## src/rtl/rsc_pkg.sv

```systemverilog
// Shared constants, types and helpers of the radix string converter.
// No dependencies; every other file imports this package.
package rsc_pkg;

  localparam int VALUE_BITS = 31;
  localparam int MAX_RADIX  = 16;
  localparam int SYM_W      = 8;
  localparam int DIGIT_W    = 4;
  localparam int RADIX_W    = 5;
  localparam int CFG_DATA_W = 64;
  localparam int CFG_IDX_W  = 2;
  localparam int ALPH_W     = MAX_RADIX * SYM_W;
  localparam int DIG_IDX_W  = $clog2(VALUE_BITS + 1);
  localparam int CNT_W      = DIG_IDX_W + 1;
  localparam int BIT_CNT_W  = $clog2(VALUE_BITS);

  localparam logic [SYM_W-1:0]   SIGN_PLUS  = 8'h2B;
  localparam logic [SYM_W-1:0]   SIGN_MINUS = 8'h2D;
  localparam logic [RADIX_W-1:0] MIN_RADIX  = 5'd2;

  typedef enum logic [CFG_IDX_W-1:0] {
    CFG_RADIX    = 2'd0,
    CFG_ALPH_LOW = 2'd1,
    CFG_ALPH_HI  = 2'd2
  } cfg_idx_t;

  typedef enum logic [5:0] {
    S_IDLE  = 6'b000001,
    S_CHECK = 6'b000010,
    S_DIV   = 6'b000100,
    S_RD    = 6'b001000,
    S_LD    = 6'b010000,
    S_ERR   = 6'b100000
  } state_t;

  function automatic logic [SYM_W-1:0] symbol_of(input logic [ALPH_W-1:0] alph,
                                                 input logic [DIGIT_W-1:0] d);
    return alph[{d, 3'b000} +: SYM_W];
  endfunction

endpackage

```

## src/rtl/rsc_if.sv

```systemverilog
// Channel interfaces of the radix string converter: input, result, config.
// Depends on rsc_pkg.
interface rsc_in_if;
  import rsc_pkg::*;
  logic                  valid;
  logic                  ready;
  logic [VALUE_BITS-1:0] number;
  modport source (output valid, number, input ready);
  modport sink   (input valid, number, output ready);
endinterface

interface rsc_out_if;
  import rsc_pkg::*;
  logic             valid;
  logic             ready;
  logic [SYM_W-1:0] symbol;
  logic             last;
  logic             base_error;
  modport source (output valid, symbol, last, base_error, input ready);
  modport sink   (input valid, symbol, last, base_error, output ready);
endinterface

interface rsc_cfg_if;
  import rsc_pkg::*;
  logic                  valid;
  logic                  ready;
  logic [CFG_IDX_W-1:0]  index;
  logic [CFG_DATA_W-1:0] data;
  modport source (output valid, index, data, input ready);
  modport sink   (input valid, index, data, output ready);
endinterface

```

## src/rtl/radix_string_converter_top.sv

```systemverilog
// Radix string converter top level: alphabet check, bit-serial divider,
// digit store and output register. Depends on rsc_pkg and rsc_if.sv.
//
// Usage: one word on in_ch carries a non-negative number. The block answers
// with one word per character on out_ch, most significant digit first, the
// final word marked by last. Zero gives the symbol of digit value 0 alone.
// A bad radix or alphabet (radix outside 2..16, a sign byte or a repeated
// byte among the symbols in use) gives one word with base_error set,
// symbol 0 and last set. cfg_ch writes radix, alphabet_low, alphabet_high at
// indexes 0, 1, 2; other indexes are dropped. cfg_ch is always ready.
// cfg_ch must be written only while the block is idle; the block itself does
// not enforce it. The block takes one item at a time. After accept, the
// alphabet check steps through the radix symbols in use (one symbol compared
// against the later ones per cycle), then each digit comes from the restoring
// divider (one quotient bit per cycle). Each digit is emitted by a registered
// digit store read, then a load of the output register. The error state, which
// loads the error word, follows accept directly for a bad radix and the check
// of the first bad symbol for a bad alphabet. in_ch.ready rises again once the
// last word sits in the output register. A stalled receiver holds the output
// register and the sequencer waits. Reset clears the configuration to zero.
module radix_string_converter_top (
  input  logic        clk,
  input  logic        rst_n,
  rsc_in_if.sink      in_ch,
  rsc_out_if.source   out_ch,
  rsc_cfg_if.sink     cfg_ch
);
  import rsc_pkg::*;

  state_t                 state_r, state_nxt;
  logic [RADIX_W-1:0]     radix_r;
  logic [CFG_DATA_W-1:0]  alph_low_r, alph_high_r;
  logic [ALPH_W-1:0]      alph;

  logic [VALUE_BITS-1:0]  quo_r, quo_nxt;
  logic [DIGIT_W-1:0]     rem_r, rem_nxt;
  logic [BIT_CNT_W-1:0]   bit_cnt_r, bit_cnt_nxt;
  logic [DIGIT_W-1:0]     chk_idx_r, chk_idx_nxt;
  logic [CNT_W-1:0]       digit_cnt_r, digit_cnt_nxt;
  logic [DIG_IDX_W-1:0]   emit_idx_r, emit_idx_nxt;

  logic [DIGIT_W-1:0]     digit_mem [VALUE_BITS+1];
  logic [DIGIT_W-1:0]     rd_data_r;
  logic                   mem_we;

  logic                   out_valid_r, out_valid_nxt;
  logic [SYM_W-1:0]       out_symbol_r, out_symbol_nxt;
  logic                   out_last_r, out_last_nxt;
  logic                   out_err_r, out_err_nxt;
  logic                   out_free, out_load;

  logic [SYM_W-1:0]       sym_cur;
  logic                   chk_bad, chk_last;
  logic [RADIX_W-1:0]     div_trial;
  logic                   div_ge;
  logic [DIGIT_W-1:0]     rem_step;
  logic [VALUE_BITS-1:0]  quo_step;
  logic                   in_acc;

  assign alph         = {alph_high_r, alph_low_r};
  assign in_ch.ready  = (state_r == S_IDLE);
  assign in_acc       = in_ch.valid && in_ch.ready;
  assign cfg_ch.ready = 1'b1;

  assign out_ch.valid      = out_valid_r;
  assign out_ch.symbol     = out_symbol_r;
  assign out_ch.last       = out_last_r;
  assign out_ch.base_error = out_err_r;
  assign out_free          = !out_valid_r || out_ch.ready;

  // alphabet check: one symbol against all later symbols in use
  always_comb begin
    sym_cur = symbol_of(alph, chk_idx_r);
    chk_bad = (sym_cur == SIGN_PLUS) || (sym_cur == SIGN_MINUS);
    for (int j = 0; j < MAX_RADIX; j++) begin
      if ((RADIX_W'(j) > {1'b0, chk_idx_r}) && (RADIX_W'(j) < radix_r) &&
          (symbol_of(alph, DIGIT_W'(j)) == sym_cur)) begin
        chk_bad = 1'b1;
      end
    end
  end
  assign chk_last = ({1'b0, chk_idx_r} == (radix_r - RADIX_W'(1)));

  // restoring divider step
  assign div_trial = {rem_r, quo_r[VALUE_BITS-1]};
  assign div_ge    = (div_trial >= radix_r);
  assign rem_step  = div_ge ? DIGIT_W'(div_trial - radix_r) : div_trial[DIGIT_W-1:0];
  assign quo_step  = {quo_r[VALUE_BITS-2:0], div_ge};

  always_comb begin
    state_nxt      = state_r;
    quo_nxt        = quo_r;
    rem_nxt        = rem_r;
    bit_cnt_nxt    = bit_cnt_r;
    chk_idx_nxt    = chk_idx_r;
    digit_cnt_nxt  = digit_cnt_r;
    emit_idx_nxt   = emit_idx_r;
    mem_we         = 1'b0;
    out_load       = 1'b0;
    out_symbol_nxt = out_symbol_r;
    out_last_nxt   = out_last_r;
    out_err_nxt    = out_err_r;
    unique case (state_r)
      S_IDLE: begin
        if (in_acc) begin
          quo_nxt       = in_ch.number;
          rem_nxt       = '0;
          bit_cnt_nxt   = '0;
          chk_idx_nxt   = '0;
          digit_cnt_nxt = '0;
          if (radix_r < MIN_RADIX || radix_r > RADIX_W'(MAX_RADIX)) begin
            state_nxt = S_ERR;
          end else begin
            state_nxt = S_CHECK;
          end
        end
      end
      S_CHECK: begin
        chk_idx_nxt = chk_idx_r + DIGIT_W'(1);
        if (chk_bad) begin
          state_nxt = S_ERR;
        end else if (chk_last) begin
          state_nxt = S_DIV;
        end
      end
      S_DIV: begin
        quo_nxt     = quo_step;
        rem_nxt     = rem_step;
        bit_cnt_nxt = bit_cnt_r + BIT_CNT_W'(1);
        if (bit_cnt_r == BIT_CNT_W'(VALUE_BITS - 1)) begin
          mem_we        = 1'b1;
          digit_cnt_nxt = digit_cnt_r + CNT_W'(1);
          rem_nxt       = '0;
          bit_cnt_nxt   = '0;
          if (quo_step == '0) begin
            emit_idx_nxt = digit_cnt_r[DIG_IDX_W-1:0];
            state_nxt    = S_RD;
          end
        end
      end
      S_RD: begin
        state_nxt = S_LD;
      end
      S_LD: begin
        if (out_free) begin
          out_load       = 1'b1;
          out_symbol_nxt = symbol_of(alph, rd_data_r);
          out_last_nxt   = (emit_idx_r == '0);
          out_err_nxt    = 1'b0;
          if (emit_idx_r == '0) begin
            state_nxt = S_IDLE;
          end else begin
            emit_idx_nxt = emit_idx_r - DIG_IDX_W'(1);
            state_nxt    = S_RD;
          end
        end
      end
      S_ERR: begin
        if (out_free) begin
          out_load       = 1'b1;
          out_symbol_nxt = '0;
          out_last_nxt   = 1'b1;
          out_err_nxt    = 1'b1;
          state_nxt      = S_IDLE;
        end
      end
      default: state_nxt = S_IDLE;
    endcase
  end

  assign out_valid_nxt = out_load ? 1'b1 : (out_ch.ready ? 1'b0 : out_valid_r);

  always_ff @(posedge clk) begin
    if (!rst_n) begin
      state_r     <= S_IDLE;
      out_valid_r <= 1'b0;
      radix_r     <= '0;
      alph_low_r  <= '0;
      alph_high_r <= '0;
    end else begin
      state_r     <= state_nxt;
      out_valid_r <= out_valid_nxt;
      if (cfg_ch.valid && cfg_ch.ready) begin
        unique case (cfg_ch.index)
          CFG_RADIX:    radix_r     <= cfg_ch.data[RADIX_W-1:0];
          CFG_ALPH_LOW: alph_low_r  <= cfg_ch.data;
          CFG_ALPH_HI:  alph_high_r <= cfg_ch.data;
          default: ;
        endcase
      end
    end
  end

  always_ff @(posedge clk) begin
    quo_r        <= quo_nxt;
    rem_r        <= rem_nxt;
    bit_cnt_r    <= bit_cnt_nxt;
    chk_idx_r    <= chk_idx_nxt;
    digit_cnt_r  <= digit_cnt_nxt;
    emit_idx_r   <= emit_idx_nxt;
    out_symbol_r <= out_symbol_nxt;
    out_last_r   <= out_last_nxt;
    out_err_r    <= out_err_nxt;
  end

  // digit store, least significant digit first
  always_ff @(posedge clk) begin
    if (mem_we) begin
      digit_mem[digit_cnt_r[DIG_IDX_W-1:0]] <= rem_step;
    end
    rd_data_r <= digit_mem[emit_idx_r];
  end

endmodule
```

## src/flat_wrapper.sv

```systemverilog
// flat-port wrapper written by rule: the top's interface ports become plain ports
module radix_string_converter_top_flat import rsc_pkg::*;
  (clk, rst_n, in_ch_valid, in_ch_number, in_ch_ready, out_ch_valid, out_ch_symbol, out_ch_last, out_ch_base_error, out_ch_ready, cfg_ch_valid, cfg_ch_index, cfg_ch_data, cfg_ch_ready);
  rsc_in_if in_ch_i ();
  rsc_out_if out_ch_i ();
  rsc_cfg_if cfg_ch_i ();
  input  logic clk;
  input  logic rst_n;
  input wire logic [$bits(in_ch_i.valid)-1:0] in_ch_valid;
  input wire logic [$bits(in_ch_i.number)-1:0] in_ch_number;
  output wire logic [$bits(in_ch_i.ready)-1:0] in_ch_ready;
  output wire logic [$bits(out_ch_i.valid)-1:0] out_ch_valid;
  output wire logic [$bits(out_ch_i.symbol)-1:0] out_ch_symbol;
  output wire logic [$bits(out_ch_i.last)-1:0] out_ch_last;
  output wire logic [$bits(out_ch_i.base_error)-1:0] out_ch_base_error;
  input wire logic [$bits(out_ch_i.ready)-1:0] out_ch_ready;
  input wire logic [$bits(cfg_ch_i.valid)-1:0] cfg_ch_valid;
  input wire logic [$bits(cfg_ch_i.index)-1:0] cfg_ch_index;
  input wire logic [$bits(cfg_ch_i.data)-1:0] cfg_ch_data;
  output wire logic [$bits(cfg_ch_i.ready)-1:0] cfg_ch_ready;
  assign in_ch_i.valid = in_ch_valid;
  assign in_ch_i.number = in_ch_number;
  assign in_ch_ready = in_ch_i.ready;
  assign out_ch_valid = out_ch_i.valid;
  assign out_ch_symbol = out_ch_i.symbol;
  assign out_ch_last = out_ch_i.last;
  assign out_ch_base_error = out_ch_i.base_error;
  assign out_ch_i.ready = out_ch_ready;
  assign cfg_ch_i.valid = cfg_ch_valid;
  assign cfg_ch_i.index = cfg_ch_index;
  assign cfg_ch_i.data = cfg_ch_data;
  assign cfg_ch_ready = cfg_ch_i.ready;
  radix_string_converter_top u_core (.clk(clk), .rst_n(rst_n), .in_ch(in_ch_i), .out_ch(out_ch_i), .cfg_ch(cfg_ch_i));
endmodule
```

## config.mk

```make
export PLATFORM = sky130hd
export DESIGN_NAME = radix_string_converter_top_flat
export DESIGN_NICKNAME = d
export VERILOG_FILES = /design/src/rtl/rsc_pkg.sv /design/src/rtl/rsc_if.sv /design/src/rtl/radix_string_converter_top.sv /design/src/flat_wrapper.sv
export SDC_FILE = /design/constraint.sdc
export NUM_CORES = 1
export LEC_CHECK = 0
export BUFFER_PORTS_ARGS = -buffer_cell sky130_fd_sc_hd__buf_2
export CAP_MARGIN = 20
export CORE_UTILIZATION = 45
export DETAILED_ROUTE_END_ITERATION = 10
export PLACE_DENSITY = 0.72
export SLEW_MARGIN = 20
export SYNTH_ARGS = -nofsm -noshare
export SYNTH_HDL_FRONTEND = slang
export SYNTH_SLANG_ARGS = --single-unit
```

## constraint.sdc

```tcl
create_clock -name clk -period 5.86 [get_ports clk]
set_clock_uncertainty 0.05 [all_clocks]
set_input_delay 0.879 -clock clk [delete_from_list [all_inputs] [get_ports clk]]
set_output_delay 0.879 -clock clk [all_outputs]
set_load 0.02 [all_outputs]
```

# After elaboration in Yosys (flattened, before gate mapping)
# Memories as Yosys holds them, arrays and structs flattened. A register that Yosys moved wholly into a read port is not among the register bits.
# Index checks and enable logic that the tools add are counted.
[op_classes]
n_mux = 59
n_reduce_logical = 53
magnitude_cmp = 33
n_eq_ne = 34
add_sub_neg = 6
n_shift = 2
[op_table]
columns = ["operator", "count"]
rows = [
  ["$shiftx 128x8->8", 2],
  ["$eq 8x8->1", 15],
  ["$pmux 31 s2", 1],
  ["$mux 6", 10],
  ["$lt 4x5->1 const A", 8],
  ["$pmux 6 s6", 1],
  ["$gt 4x4->1 const A", 8],
  ["$logic_and 1x1->1", 31],
  ["$logic_not 31->1", 1],
  ["$mux 31", 1],
  ["$mux 5", 6],
  ["$mux 1", 26],
  ["$lt 3x5->1 const A", 4],
  ["$pmux 5 s2", 2],
  ["$eq 8x6->1 const B", 2],
  ["$gt 3x4->1 const A", 4],
  ["$mux 4", 4],
  ["$mux 8", 2],
  ["$pmux 4 s2", 2],
  ["$pmux 8 s2", 1],
  ["$pmux 6 s2", 1],
  ["$lt 2x5->1 const A", 2],
  ["$reduce_and 2->1", 5],
  ["$reduce_bool 2->1", 5],
  ["other kinds (33)", 43],
]
[word_totals]
regBits = 205
word_cells = 202
mem_bits_rw = 128
mem_count = 1
[mem_list]
columns = ["memory", "words", "word_bits", "rd", "rd_clocked_by_memory_dff", "write_ports", "line_no", "source"]
rows = [
  ["u_core.digit_mem", 32, 4, 1, 1, 1, "radix_string_converter_top.sv:42", "logic [DIGIT_W-1:0] digit_mem [VALUE_BITS+1];"],
]

# Logic depth before layout (Yosys ltp)
# Gate-level depths: netlist (run 1).
[logic_depth]
ltp_word = 20
mapped_depth = 15
depth_no_buf = 12

# Worst setup path after synthesis (run 1)
# Ideal clock, no wire load.
[synth_timing]
path_kind = "flip-flop to flip-flop"
startpoint = "register u_core.radix_r[2]"
endpoint = "register u_core.rem_r[0], data pin"
arrival_time_ns = 3.065
slack_ns = 2.606
required_time_ns = 5.671
setup_ns = 0.139
path_stages_with_launch = 12
path_cell_list = "dfxtp_1 clkbuf_1 clkinv_1 ha_1 o21ai_0 a31oi_1 o21ai_0 nand2b_1 clkbuf_1 nor2_1 a21oi_1 and3_1"
[synth_between]
elab_chain_cells = 4
[synth_lines]
columns = ["element", "line_no", "source"]
rows = [
  ["start, declared", "radix_string_converter_top.sv:31", "logic [RADIX_W-1:0] radix_r;"],
  ["start signal, assigned", "radix_string_converter_top.sv:185", "CFG_RADIX: radix_r <= cfg_ch.data[RADIX_W-1:0];"],
  ["$ge 5x5->1", "radix_string_converter_top.sv:86", "assign div_ge = (div_trial >= radix_r);"],
  ["$mux 4", "radix_string_converter_top.sv:87", "assign rem_step = div_ge ? DIGIT_W'(div_trial - radix_r) : div_trial[DIGIT_W-1:0];"],
  ["named net u_core.rem_step[0]", "radix_string_converter_top.sv:56", "logic [DIGIT_W-1:0] rem_step;"],
  ["$mux 4", "radix_string_converter_top.sv:130", "if (bit_cnt_r == BIT_CNT_W'(VALUE_BITS - 1)) begin"],
  ["$pmux 4 s2", "radix_string_converter_top.sv:103", "unique case (state_r)"],
  ["end signal, assigned", "radix_string_converter_top.sv:196", "rem_r <= rem_nxt;"],
  ["end, declared", "radix_string_converter_top.sv:36", "logic [DIGIT_W-1:0] rem_r, rem_nxt;"],
]
# The timed path passes the listed nets, and every way through them passes these cells.
# A chain may end at the register's enable or synchronous reset.

# Worst setup path after layout (run 1)
[layout_timing]
startpoint = "register u_core.chk_idx_r[1]"
endpoint = "register u_core.state_r[5]"
[layout_between]
elab_chain_cells = 20
word_cells_on_any_way = 84
cone_classes = "order compare: 15; eq/ne: 19; shift: 1; mux: 17; reduce/logical: 32"
[layout_lines]
columns = ["element", "line_no", "source"]
rows = [
  ["start, declared", "radix_string_converter_top.sv:38", "logic [DIGIT_W-1:0] chk_idx_r, chk_idx_nxt;"],
  ["start signal, assigned", "radix_string_converter_top.sv:198", "chk_idx_r <= chk_idx_nxt;"],
  ["$shiftx 128x8->8 / $gt 1x4->1 (equally long branches)", "rsc_pkg.sv:38, radix_string_converter_top.sv:76", ""],
  ["$eq 8x6->1 (tied with other cells)", "radix_string_converter_top.sv:74", "chk_bad = (sym_cur == SIGN_PLUS) || (sym_cur == SIGN_MINUS);"],
  ["$logic_or 1x1->1 / $logic_and 1x1->1 (equally long branches)", "radix_string_converter_top.sv:74, radix_string_converter_top.sv:76", ""],
  ["$mux 1 (15 in series)", "radix_string_converter_top.sv:76", "if ((RADIX_W'(j) > {1'b0, chk_idx_r}) && (RADIX_W'(j) < radix_r) &&"],
  ["$ne 3x1->1 (no line) / $mux 6 (equally long branches)", "n/a", ""],
  ["$reduce_and 6->1 (no line) / $pmux 6 s6 (equally long branches)", "n/a", ""],
  ["end signal, assigned", "radix_string_converter_top.sv:181", "state_r <= state_nxt;"],
  ["end, declared", "radix_string_converter_top.sv:30", "state_t state_r, state_nxt;"],
]
# Several ways; a longest one is shown, not always the timed one.

==> results of run 1 <==
flip-flops by register name (all words and copies together) (netlist names), 6 cells and up:
| signal | flops |
|---|---|
| u_core.out_ch.symbol | 8 |
| u_core.alph_low_r | 64 |
| u_core.alph_high_r | 64 |
| u_core.state_r | 6 |
| u_core.digit_mem | 128 |
| u_core.quo_r | 31 |
cell usage in the layout (no fill, tap or decap), types with 6 or more instances in the layout:
| master | count |
|---|---|
| a21oi_1 | 149 |
| a22oi_1 | 10 |
| a31oi_1 | 6 |
| buf_2 | 113 |
| buf_4 | 22 |
| clkbuf_16 | 37 |
| clkinv_2 | 9 |
| dfxtp_1 | 143 |
| edfxtp_1 | 192 |
| ha_1 | 18 |
| inv_1 | 20 |
| mux2_2 | 14 |
| mux2i_1 | 30 |
| mux4_2 | 93 |
| nand2_1 | 403 |
| nand2b_1 | 14 |
| nand3_1 | 23 |
| nand3b_1 | 7 |
| nand4_1 | 20 |
| nor2_1 | 92 |
| nor2b_1 | 17 |
| nor3_1 | 15 |
| nor4_1 | 19 |
| o21ai_0 | 26 |
| o22ai_1 | 7 |
| or4_1 | 7 |
| xnor2_1 | 91 |
| xor2_1 | 42 |
report_power, final:
group	internal, mW	switching [mW]	leakage, nW	total, mW
logic	0.343	0.615	3.36	0.958
clock network	1.40	0.983	0.614	2.38
registers	2.67	0.109	2.94	2.78
total	4.41	1.71	6.92	6.12
per-layer routing:
| metal | GRT usage [%] | vias up | routed length [um] |
|---|---|---|---|
| li1 | - | 6034 | - |
| met1 | 33.1 | 6562 | 20000 |
| met2 | 44.0 | 566 | 25400 |
| met3 | 4.37 | 100 | 3840 |
| met4 | 7.97 | 2 | 1330 |
| met5 | 0 | - | 2 |
metrics by stage:
stage	std cells	instance area (um^2)	hold WS (ns)	util (%)
floorplan	1657	17600	0.393	-
global placement	2198	18500	0.423	47.8
detailed placement	2199	18500	0.428	47.9
CTS	2265	19700	0.435	51.1
global route	2265	19700	0.468	51.1
finish	2265	19700	0.435	51.1
critical path, stage by stage, from the launching register on:
cell,delay (ns)
edfxtp_1,0.80
buf_4,0.34
nand2b_1,0.22
o21ai_0,0.28
a21oi_2,0.10
a21oi_4,0.63
xnor2_1,0.26
nand3_1,0.18
nor4_1,0.06
nor3_1,0.36
nand4_1,0.31
o221a_1,0.30
area by class of cell:
type	count	area [um^2]	area share, %
Inverter	22	85.1	0.431
Timing Repair Buffer	136	758	3.84
Multi-Input combinational cell	1187	8360	42.3
Clock inverter	24	302	1.53
Clock buffer	42	946	4.79
Sequential cell	336	8650	43.8
Tap cell	518	648	3.28
final timing paths:
check,endpoint,slack (ns),from,cells past startpoint
hold / removal,u_core.alph_low_r[1],0.44,u_core.alph_low_r[1],2
setup reg to reg,u_core.state_r[5],1.83,u_core.chk_idx_r[1],11
hold reg to reg,u_core.alph_low_r[1],0.44,u_core.alph_low_r[1],2
setup / recovery,u_core.state_r[5],1.83,u_core.chk_idx_r[1],11
cells by family after synthesis:
group	Yosys count	share of synthesized area, %
other	1	0.0213
muxes	143	15.0
xor gates and xnor gates	133	6.60
DFF	336	49.0
buffers and inverters	134	3.72
and+or+nand+nor	655	16.5
AOI/OAI and AO/OA	236	7.79
adders and majority gates	19	1.39
==> run_results.csv, run 1 <==
group,metric,value,unit
run_status,status,"finished, final reports clean",
synth,yosysSeqAreaShare,49.0,%
sta,rsz0062_at_grt,"no",
floorplan,die_area,40000,um^2
route,drc,0,
synth,syn_inst,1657,
grt,grt_pass1_vias,13000,
route,vias_per_cell,5.86,
floorplan,num_rows,72,
synth,ys_warn_count,0,
floorplan,die_w,200,um
synth,synth_edf_count,192,
synth,yosysTopAreaCell,"edfxtp_1",
worst_setup_path,cp.arrival,4.43,ns
route,drt-initial-drc-count,1490,
pwr,power,6.12,mW
worst_setup_path,endpoint_kind,"flop",
synth,yosys_most_used_dff,"edfxtp_1",
clock_tree,cts-root-buf,"clkbuf_16",
grt,antenna_found_initial,1,
synth,avgSynthCellArea,10.6,um^2
grt,grt_pass1_wl,77000,um
sta,slew_headroom,34.0,%
sta,finalSetupTns,0,ns
clock_tree,clockBufferDepth,3,
sta,tightestPinTransition,0.965,ns
grt,grt_overflow_total,0,
final_layout,antenna_cells,0,
sta,setup_slack,1.83,ns
clock_tree,cts_hold_buf,0,
clock_tree,h-tree-depth,2,
floorplan,start_util,45.6,%
worst_setup_path,worst_ep_required_time,6.26,ns
place,place_hpwl,36100,um
worst_setup_path,crit_path_start_kind,"flop",
route,ant_nets,0,
synth,ys_ff_latch,336,
synth,yosysMostFrequentCell,"nand2_1",
place,gp_congestion,0.999,
clock_tree,clkTransAtPathRegs,0.06,ns
sta,final-setup-viol-count,0,
grt,grt_max_degree,70,
hold_path,hold_class,"flop to flop",
sta,period_share,68.8,%
synth,synth_top_cell_area_share,32.7,%
route,vias,13300,
worst_setup_path,crit_type,"flop to flop",
pwr,peakVddDrop,0.268,mV
synth,async_reset_ff_share,0,%
clock_tree,cts.sinks,336,
sta,fmax,248,MHz
floorplan,die_h,200,um
clock_tree,clock_latency,0.56,ns
route,wl,50500,um
pwr,power.density,310,nW/um^2
place,post-place-ws,1.99,ns
pwr,leakage,6.92,nW
sta,fin_crit,4.03,ns
grt,globalRouteTotalUtil,25.7,%
worst_setup_path,critPathMaxFanout,17,
clock_tree,postCtsSetupBuffers,0,
final_layout,fillers,3418,
flow_run,drv_cap,0,
synth,ys_types,76,
final_layout,nets,1840,
floorplan,core_area,38600,um^2
clock_tree,cts_buffers,36,
synth,ys_top_cells_by_count,"403 x nand2_1, 192 x edfxtp_1, 152 x a21oi_1, 144 x dfxtp_1, 93 x mux4_2",
sta,drv_slew,0,
route,drt-wirelength-per-cell,22.3,um
clock_tree,cts_tree,"yes",
final_layout,drive_gt1_share,19.0,%
synth,syn_nets,1778,
synth,synth_area,17600,um^2
sta,hold_violations,0,
clock_tree,post_cts_resized,0,
route,first_pass_iters,8,
synth,netlist_top_cells_area,"edfxtp_1 33%, dfxtp_1 16%, mux4_2 12%",
final_layout,syn_to_final_growth,11.9,%
floorplan,ios,115,
place,numPortBuffers,113,
No activity file was read; power rests on OpenSTA's default activity.
==> run 2: changes to the inputs <==
- clock period: 5.86 -> 3.85 ns (I/O delays scaled with it)
==> run 2 against run 1 <==
Flip-flop and latch count unchanged. Critical path depth stayed put. Core utilization up 0.10 points. Count of clock-buffer cells in the layout is 9 higher. Sequential share of layout area is 0.086 points lower. Register-to-register slack got worse by 1.4 ns. Die area unchanged. Via count up 0.52%. Combinational power up 61%. Largest power group unchanged.
==> run_results.csv, run 2 (same netlist as run 1, synthesis figures left out) <==
group,metric,value,unit
run_status,status,"finished, final reports clean",
clock_tree,cts_tree,"yes",
worst_setup_path,slowest_delay,0.54,ns
final_layout,layout_commonest_cell,"nand2_1",
clock_tree,postCtsSetupBuffers,0,
worst_setup_path,cp_common_cell,"nand2_1",
floorplan,start_util,45.6,%
clock_tree,cts.sinks,336,
clock_tree,clock_latency,0.58,ns
sta,final-setup-viol-count,0,
place,placed_cells,2213,
floorplan,core_area,38600,um^2
sta,period_share,89.4,%
worst_setup_path,critPathMaxFanout,49,
sta,drv_slew,0,
route,vias,13300,
route,first_pass_iters,6,
floorplan,die_h,200,um
final_layout,syn_to_final_growth,12.1,%
clock_tree,post_cts_resized,0,
place,gp_congestion,1.00,
pwr,leakage,6.93,nW
route,wl_met2,25500,um
worst_setup_path,crit_path_start_kind,"flop",
pwr,peakVddDrop,0.424,mV
worst_setup_path,crit_type,"flop to flop",
route,ant_nets,0,
clock_tree,h-tree-depth,2,
worst_setup_path,worst_ep_required_time,4.30,ns
sta,hold_violations,0,
route,vias_per_cell,5.85,
clock_tree,clkTransAtPathRegs,0.06,ns
hold_path,hold_class,"input pin to flop",
worst_setup_path,endpoint_kind,"flop",
sta,fin_crit,3.44,ns
grt,grt_overflow_total,0,
route,wl_met1,20300,um
worst_setup_path,crit_slowest_cell,"mux4_2",
clock_tree,cts-root-buf,"clkbuf_16",
worst_setup_path,cp_top_family,"simple AND/OR/NAND/NOR gates",
sta,rsz0062_at_grt,"no",
route,drt-initial-drc-count,1414,
grt,grt_pass1_vias,12600,
final_layout,utilization,51.2,%
final_layout,nets,1854,
grt,antenna_found_initial,3,
final_layout,largest_reg_flops,128,
route,drt-wirelength-per-cell,22.5,um
floorplan,num_rows,72,
final_layout,finalNonFillerCells,2279,
place,place_hpwl,36800,um
grt,grt_max_degree,96,
final_layout,final_cell_mix,"403 x nand2_1, 192 x edfxtp_1, 149 x a21oi_1",
route,met3_wirelength,3950,um
clock_tree,cts_hold_buf,0,
pwr,power.density,463,nW/um^2
sta,finalSetupTns,0,ns
floorplan,ios,115,
route,drc,0,
grt,globalRouteTotalUtil,26.1,%
clock_tree,cts_buffers,36,
grt,grt_pass1_wl,77100,um
sta,tightestPinTransition,1.00,ns
floorplan,die_area,40000,um^2
route,top_layer_used,"met5",
floorplan,die_w,200,um
flow_run,drv_cap,0,
sta,fmax,290,MHz
clock_tree,clockBufferDepth,3,
place,numPortBuffers,113,
worst_setup_path,cp.arrival,3.90,ns
worst_setup_path,crit_chain,"buf_12 -> mux4_2 -> nand2_1 -> nand2_1 -> mux2_4 -> xor2_1 -> nor4_1 -> nor4b_1 -> nor4b_2 -> nand4_1 -> o221a_1",
route,wl,51200,um
final_layout,drive_gt1_share,19.3,%
worst_setup_path,crit_buf_inv,1,
sta,slew_headroom,33.2,%
run 2: cell types whose count changed in the layout (fill, tap and decap cells not counted), sizes merged:
| cell | previous run | this run |
|---|---|---|
| clkinvlp | 1 | 2 |
| inv | 24 | 23 |
| bufinv | 5 | 2 |
| clkinv | 16 | 9 |
| diode | 0 | 1 |
| buf | 136 | 150 |
| clkbuf | 42 | 51 |
run 2: stage by stage:
step	hold slack [ns]	area, um^2	setup WS (ns)	total power [mW]
6_report	0.199	19800	0.407	9.17
5_1_grt	0.196	19800	0.132	9.49
4_1_cts	0.185	19800	0.430	9.19
3_5_place_dp	0.426	18600	0.442	5.78
3_3_place_gp	0.419	18600	0.499	5.76
2_1_floorplan	0.393	17600	0.596	5.31
run 2: layout make-up:
cell class	count	area, um^2
Fill cell	3396	18900
Timing Repair Buffer	150	893
Tap cell	518	648
Clock inverter	14	179
Multi-Input combinational cell	1187	8350
Inverter	22	85.1
Clock buffer	51	977
Sequential cell	336	8650
Antenna cell	1	2.50
run 2: worst paths after layout:
path	start	to	slack [ns]	cells after the start
max	u_core.chk_idx_r[0]	u_core.state_r[5]	0.41	11
min	cfg_ch_data[9]	u_core.alph_low_r[9]	0.20	3
max reg2reg	u_core.chk_idx_r[0]	u_core.state_r[5]	0.41	11
min reg2reg	u_core.alph_low_r[3]	u_core.alph_low_r[3]	0.44	2
run 2: per-layer routing:
layer	track usage, %	vias to the layer above
met5	0	-
met4	9.08	4
met2	43.6	605
met3	4.92	101
li1	-	6058
met1	33.9	6565
run 2: report_power, final:
part	internal [mW]	switching [mW]
Sequential	4.06	0.152
Clock	1.94	1.48
Combinational	0.569	0.968
run 2: worst min-delay path, cell delays in order:
cell and delay, ns:
buf_2 0.10, nand2_1 0.05, a21oi_1 0.05
